$ cat config.mk
export PLATFORM = sky130hd
export DESIGN_NAME = kruskal_union_find_edge_filter
export DESIGN_NICKNAME = d
export VERILOG_FILES = /design/src/rtl/kufef_pkg.sv /design/src/rtl/kufef_ram.sv /design/src/rtl/kruskal_union_find_edge_filter.sv
export SDC_FILE = /design/constraint.sdc
export NUM_CORES = 2
export LEC_CHECK = 0
export CORE_MARGIN = 2
export CORE_UTILIZATION = 50
export DETAILED_ROUTE_END_ITERATION = 10
export DONT_BUFFER_PORTS = 1
export PLACE_DENSITY = 0.72
export SKIP_LAST_GASP = 1
export SYNTH_ARGS = -nofsm -noshare
export SYNTH_HDL_FRONTEND = slang
export SYNTH_HIERARCHICAL = 1
export SYNTH_SLANG_ARGS = --single-unit
$ cat constraint.sdc
create_clock -name aclk -period 24.4 [get_ports aclk]
set_input_delay 0 -clock aclk [delete_from_list [all_inputs] [get_ports aclk]]
set_output_delay 0 -clock aclk [all_outputs]
set_load 0.005 [all_outputs]
$ cat src/rtl/kufef_pkg.sv
// Package: types and constants shared by the union-find edge filter.
package kufef_pkg;
    localparam int NODE_W = 8;
    localparam int RANK_W = 4;
    localparam int NODES = 256;
    localparam logic [RANK_W-1:0] RANK_MAX = 4'd15;
    localparam logic CMD_MAKE = 1'b0;
    localparam logic CMD_EDGE = 1'b1;

    typedef struct packed {
        logic              cmd;
        logic [7:0]        node_a;
        logic [7:0]        node_b;
        logic signed [15:0] edge_cost;
    } in_item_t;

    typedef struct packed {
        logic              taken;
        logic [7:0]        out_a;
        logic [7:0]        out_b;
        logic signed [15:0] out_cost;
    } out_item_t;
endpackage

$ cat src/rtl/kufef_ram.sv
// Generic single-port-write, one-read RAM with registered read data.
module kufef_ram #(
    parameter int WIDTH = 8,
    parameter int DEPTH = 256
) (
    input  logic                     aclk,
    input  logic                     we,
    input  logic [$clog2(DEPTH)-1:0] waddr,
    input  logic [WIDTH-1:0]         wdata,
    input  logic [$clog2(DEPTH)-1:0] raddr,
    output logic [WIDTH-1:0]         rdata
);
    logic [WIDTH-1:0] mem [DEPTH];

    always_ff @(posedge aclk) begin
        if (we) begin
            mem[waddr] <= wdata;
        end
        rdata <= mem[raddr];
    end
endmodule

$ cat src/rtl/kruskal_union_find_edge_filter.sv
// Top level: disjoint-set edge filter with path compression over parent/rank RAMs.
// Make: writes parent=self, rank=0 on accept, then registers the result. Edge: walks each
// node to its root, then rewrites every node on that path to point at the root, then
// reads both ranks and joins by rank if the roots differ. One item at a time: the next
// is accepted once the result is registered, later while m_ready holds back an earlier result.
// Reset: clearing all 256 entries sets parent=index, rank=0; no item is accepted until it ends.
module kruskal_union_find_edge_filter import kufef_pkg::*; (
    input  logic      aclk,
    input  logic      aresetn,
    input  logic      s_valid,
    output logic      s_ready,
    input  in_item_t  s_data,
    output logic      m_valid,
    input  logic      m_ready,
    output out_item_t m_data
);
    localparam logic [3:0] ST_CLR   = 4'd0;
    localparam logic [3:0] ST_IDLE  = 4'd1;
    localparam logic [3:0] ST_FRD   = 4'd2;  // read issued for walk node
    localparam logic [3:0] ST_FCHK  = 4'd3;  // parent data valid
    localparam logic [3:0] ST_CRD   = 4'd4;  // compression read
    localparam logic [3:0] ST_CWR   = 4'd5;  // compression write
    localparam logic [3:0] ST_RKRD  = 4'd6;  // read rank of ra
    localparam logic [3:0] ST_RKRB  = 4'd7;  // read rank of rb
    localparam logic [3:0] ST_JOIN  = 4'd8;
    localparam logic [3:0] ST_OUT   = 4'd9;

    logic [3:0]        state_reg, state_next;
    logic [NODE_W:0]   clr_reg, clr_next;
    in_item_t          item_reg, item_next;
    logic              side_reg, side_next;   // 0: walking a, 1: walking b
    logic [NODE_W-1:0] cur_reg, cur_next;
    logic [NODE_W-1:0] ra_reg, ra_next, rb_reg, rb_next;
    logic [RANK_W-1:0] rka_reg, rka_next;
    logic              taken_reg, taken_next;
    logic              mv_reg, mv_next;
    out_item_t         md_reg, md_next;

    logic              p_we, r_we;
    logic [NODE_W-1:0] p_waddr, p_wdata, p_raddr, p_rdata, r_waddr, r_raddr;
    logic [RANK_W-1:0] r_wdata, r_rdata;

    kufef_ram #(.WIDTH(NODE_W), .DEPTH(NODES)) u_parent (
        .aclk(aclk), .we(p_we), .waddr(p_waddr), .wdata(p_wdata),
        .raddr(p_raddr), .rdata(p_rdata));
    kufef_ram #(.WIDTH(RANK_W), .DEPTH(NODES)) u_rank (
        .aclk(aclk), .we(r_we), .waddr(r_waddr), .wdata(r_wdata),
        .raddr(r_raddr), .rdata(r_rdata));

    logic [NODE_W-1:0] root_cur;
    assign root_cur = side_reg ? rb_reg : ra_reg;
    // the output register parts the sides: a waiting result only holds ST_OUT
    assign s_ready  = (state_reg == ST_IDLE);
    assign m_valid  = mv_reg;
    assign m_data   = md_reg;

    always_comb begin
        state_next = state_reg;
        clr_next   = clr_reg;
        item_next  = item_reg;
        side_next  = side_reg;
        cur_next   = cur_reg;
        ra_next    = ra_reg;
        rb_next    = rb_reg;
        rka_next   = rka_reg;
        taken_next = taken_reg;
        mv_next    = mv_reg;
        md_next    = md_reg;
        p_we = 1'b0; p_waddr = cur_reg; p_wdata = root_cur; p_raddr = cur_reg;
        r_we = 1'b0; r_waddr = cur_reg; r_wdata = '0;       r_raddr = ra_reg;
        if (mv_reg && m_ready) begin
            mv_next = 1'b0;
        end
        unique case (state_reg)
            ST_CLR: begin
                // sweep every entry to its reset value
                p_we = 1'b1; p_waddr = clr_reg[NODE_W-1:0]; p_wdata = clr_reg[NODE_W-1:0];
                r_we = 1'b1; r_waddr = clr_reg[NODE_W-1:0]; r_wdata = '0;
                clr_next = clr_reg + 1'b1;
                if (clr_reg == (NODE_W+1)'(NODES - 1)) begin
                    state_next = ST_IDLE;
                end
            end
            ST_IDLE: begin
                if (s_valid && s_ready) begin
                    item_next  = s_data;
                    taken_next = 1'b0;
                    if (s_data.cmd == CMD_MAKE) begin
                        p_we = 1'b1; p_waddr = s_data.node_a; p_wdata = s_data.node_a;
                        r_we = 1'b1; r_waddr = s_data.node_a; r_wdata = '0;
                        state_next = ST_OUT;
                    end else begin
                        side_next  = 1'b0;
                        cur_next   = s_data.node_a;
                        ra_next    = s_data.node_a;
                        state_next = ST_FRD;
                    end
                end
            end
            ST_FRD: begin
                // read parent of the walk node held in the root register
                p_raddr    = root_cur;
                state_next = ST_FCHK;
            end
            ST_FCHK: begin
                if (p_rdata == root_cur) begin
                    // root found: restart from the start node for compression
                    cur_next   = side_reg ? item_reg.node_b : item_reg.node_a;
                    state_next = ST_CRD;
                end else begin
                    if (side_reg) rb_next = p_rdata; else ra_next = p_rdata;
                    state_next = ST_FRD;
                end
            end
            ST_CRD: begin
                if (cur_reg == root_cur) begin
                    if (!side_reg) begin
                        side_next  = 1'b1;
                        cur_next   = item_reg.node_b;
                        rb_next    = item_reg.node_b;
                        state_next = ST_FRD;
                    end else begin
                        state_next = ST_RKRD;
                    end
                end else begin
                    p_raddr    = cur_reg;
                    state_next = ST_CWR;
                end
            end
            ST_CWR: begin
                // point this node at the root, advance to its old parent
                p_we       = 1'b1;
                cur_next   = p_rdata;
                state_next = ST_CRD;
            end
            ST_RKRD: begin
                r_raddr = ra_reg;
                state_next = (ra_reg == rb_reg) ? ST_OUT : ST_RKRB;
            end
            ST_RKRB: begin
                rka_next   = r_rdata;
                r_raddr    = rb_reg;
                state_next = ST_JOIN;
            end
            ST_JOIN: begin
                taken_next = 1'b1;
                p_we = 1'b1;
                if (rka_reg < r_rdata) begin
                    p_waddr = ra_reg; p_wdata = rb_reg;
                end else begin
                    p_waddr = rb_reg; p_wdata = ra_reg;
                    if (rka_reg == r_rdata && rka_reg < RANK_MAX) begin
                        r_we = 1'b1; r_waddr = ra_reg; r_wdata = rka_reg + 1'b1;
                    end
                end
                state_next = ST_OUT;
            end
            ST_OUT: begin
                // hold here while the previous result still waits
                if (!mv_reg || m_ready) begin
                    mv_next = 1'b1;
                    md_next.taken    = taken_reg;
                    md_next.out_a    = item_reg.node_a;
                    md_next.out_b    = item_reg.node_b;
                    md_next.out_cost = item_reg.edge_cost;
                    state_next = ST_IDLE;
                end
            end
            default: state_next = ST_IDLE;
        endcase
    end

    always_ff @(posedge aclk) begin
        if (!aresetn) begin
            state_reg <= ST_CLR;
            clr_reg   <= '0;
            mv_reg    <= 1'b0;
        end else begin
            state_reg <= state_next;
            clr_reg   <= clr_next;
            mv_reg    <= mv_next;
        end
        item_reg  <= item_next;
        side_reg  <= side_next;
        cur_reg   <= cur_next;
        ra_reg    <= ra_next;
        rb_reg    <= rb_next;
        rka_reg   <= rka_next;
        taken_reg <= taken_next;
        md_reg    <= md_next;
    end
endmodule
==> flow_summary.yaml <==
floorplan:
  fp.dieW_um: 505
  rows: 184
  design.die.area_um2: 255000
  die_h_um: 505
  coreArea_um2: 251000
  num_io_pins: 72
  start_util_pct: 50.1
timing:
  period_share_pct: 27.0
  worstMarginPinSlew_ps: 1620
  hold_viol_final: 1
  fin_setup_tns_ps: 0
  holdWs_ps: -10.5
  fin_crit_ps: 6590
  setup_viol: 0
  fin_skew_ps: 93.3
  slew_headroom_pct: -7.81
  fmax_mhz: 152
  slew_violations: 107
  rsz0062_at_grt: "false"
  layout_setup_ws_ps: 17810
synth:
  synth.avg_cell_area_um2: 20.1
  synth_edf_count: 3167
  synth.area.top_cells: "edfxtp_1, mux4_2, mux2i_1"
  async_flop_share_pct: 0
  synth_ff_type: "edfxtp_1"
  synthCells: 6254
  ys_warn_count: 6
  synth_top_cell_by_area: "edfxtp_1"
  ys_ff_latch: 3193
  synth.top_cell.area_share_pct: 75.7
  ys_types: 76
  syn_area_um2: 126000
  ys_seq_area_share_pct: 76.1
  syn-num-nets: 6298
clock_tree:
  htreeDepth: 5
  cts_resized: 0
  clk_pin_slew_ps: 70
  clk_root_buffer_cell: "clkbuf_16"
  clock_path_buffers: 4
  clk_latency_ps: 970
  cts_tree: "done"
  cts.sink_count: 3193
  numCtsBuffers: 324
placed_design:
  post-place-ws_ps: 17840
  hpwl_um: 180000
  portBuffers: 0
  place.gp.congestion: 0.884
global_routing:
  grt_pass1_vias: 64200
  grt_first_pass_wirelength_um: 447000
  antenna_found_initial: 8
  track_usage_pct: 23.8
  grt.overflow.total: 0
  grt_start_max_net_pins: 257
detailed_routing:
  dr.pass1.iters: 7
  routed_wl_um: 307000
  drtAntennaViolNets: 0
  drc: 0
  vias_per_cell: 6.48
  via_count: 64600
  top_layer_used: "met5"
  wl_met3_um: 37000
  dr_wl_met2_um: 143000
  drt-initial-drc-count: 9680
  drt-met1-wl_um: 118000
  avgRoutedWirePerCell_um: 30.7
power:
  peakVddDrop_uv: 62.8
  power_density_nw_per_um2: 78.4
  leakagePower_uw: 0.0428
  p_total_uw: 11000
setup_path:
  worstPathMaxFanout: 102
  end_kind: "register"
  worstPathRequired_ps: 25180
  crit_path_start_kind: "register"
  critical_path_arrival_ps: 7370
  timing_worst_setup_path_type: "register to register"
finish:
  regMostFlops: "u_parent/mem"
  drive_above_1_share_pct: 20.5
  syn2layout_area_growth_pct: 11.5
  final_cell_mix: "edfxtp_1, mux4_2, nor2_1, clkbuf_16, mux2i_1"
  nNetsFinal: 6441
  final_common_cell: "edfxtp_1"
  largest_reg_flops: 2048
hold_path:
  hold_class: "input pin to register"
outcome:
  status: "finished, violations left"
  violations: "hold timing, capacitance limit, slew limit"
job:
  cap_violations: 1
==> repair_timing <==
item / 4_1_cts / 5_1_grt
hold buffers: 74 / 0
endpoints found under the setup margin: 0 / 0
hold endpoints to repair: 302 / 0
setup buffers: 0 / 0
==> per-stage QoR <==
stage          hold slack (ps)  instances  util [%]  instance area [µm²]
2_1_floorplan             98.9       6254         -               126000
3_3_place_gp              99.0       9343      51.5               129000
3_5_place_dp              99.0       9344      51.5               129000
4_1_cts                   21.2       9974      55.9               140000
5_1_grt                   58.0       9977      55.9               140000
6_report                 -10.5       9982      55.9               140000
==> Yosys cell counts, drive strengths merged (39+ instances only) <==
library cell	count
a22oi	171
clkbuf	195
mux2i	233
nor2b	62
mux4	706
o22ai	40
a21oi	126
o221ai	61
edfxtp	3167
o21ai	54
buf	186
nand3	80
nor2	581
nand2	172
nor4	39
==> per-layer routing <==
metal	GRT usage, %	vias to the layer above
met5	0	-
met4	7.00	8
met3	6.13	583
met2	36.3	4187
met1	34.0	33800
li1	-	26100
==> final timing paths <==
path / startpoint / to / slack (ps) / depth (start not counted)
worst max-delay path: state_reg[1] / u_parent/rdata[5] / 17810 / 14
worst min-delay path: s_data[27] / u_parent/mem[220][3] / -10 / 3
worst max register to register: state_reg[1] / u_parent/rdata[5] / 17810 / 14
worst min register to register: item_reg[3] / m_data[3] / 420 / 0
==> power by group <==
part	total [µW]	leakage [µW]	switching [µW]	internal, µW
logic	99.2	0.00931	80.0	19.1
clock network	4910	0.00505	2020	2890
registers	5980	0.0284	2.38	5980
total	11000	0.0428	2100	8890
==> area by class of cell <==
cell class	instances	area, µm²
inverter	15	56.3
clock inverter	157	1780
sequential	3193	95600
timing repair buffer	198	1810
antenna	7	17.5
multi-input combinational	2665	28100
tap	3348	4190
fill	17900	111000
clock buffer	399	8590
==> worst max-delay path, cell delays in order, from the launching register on <==
cell and delay, ps:
dfxtp_1 650, nand2b_1 200, nor3_2 200, buf_4 340
nor2_1 120, a21oi_4 290, buf_12 630, buf_4 800
buf_4 840, mux4_2 610, a22o_1 250, a221oi_1 310
o221ai_1 240, a211oi_1 670, nor4_1 90
==> cell families (layout without fill, tap and decap cells) <==
kind of cell | count (synthesis) | after routing | share of synthesized area (%)
flops | 3193 | 3193 | 76.1
simple gates | 1072 | 1072 | 3.78
mux | 954 | 954 | 14.7
compound gates | 601 | 601 | 3.35
buf+inv | 396 | 769 | 1.83
xor+xnor | 31 | 31 | 0.216
fa+ha+maj | 7 | 7 | 0.0697
other cells | 0 | 7 | 0
No activity file was read; power rests on OpenSTA's default activity.
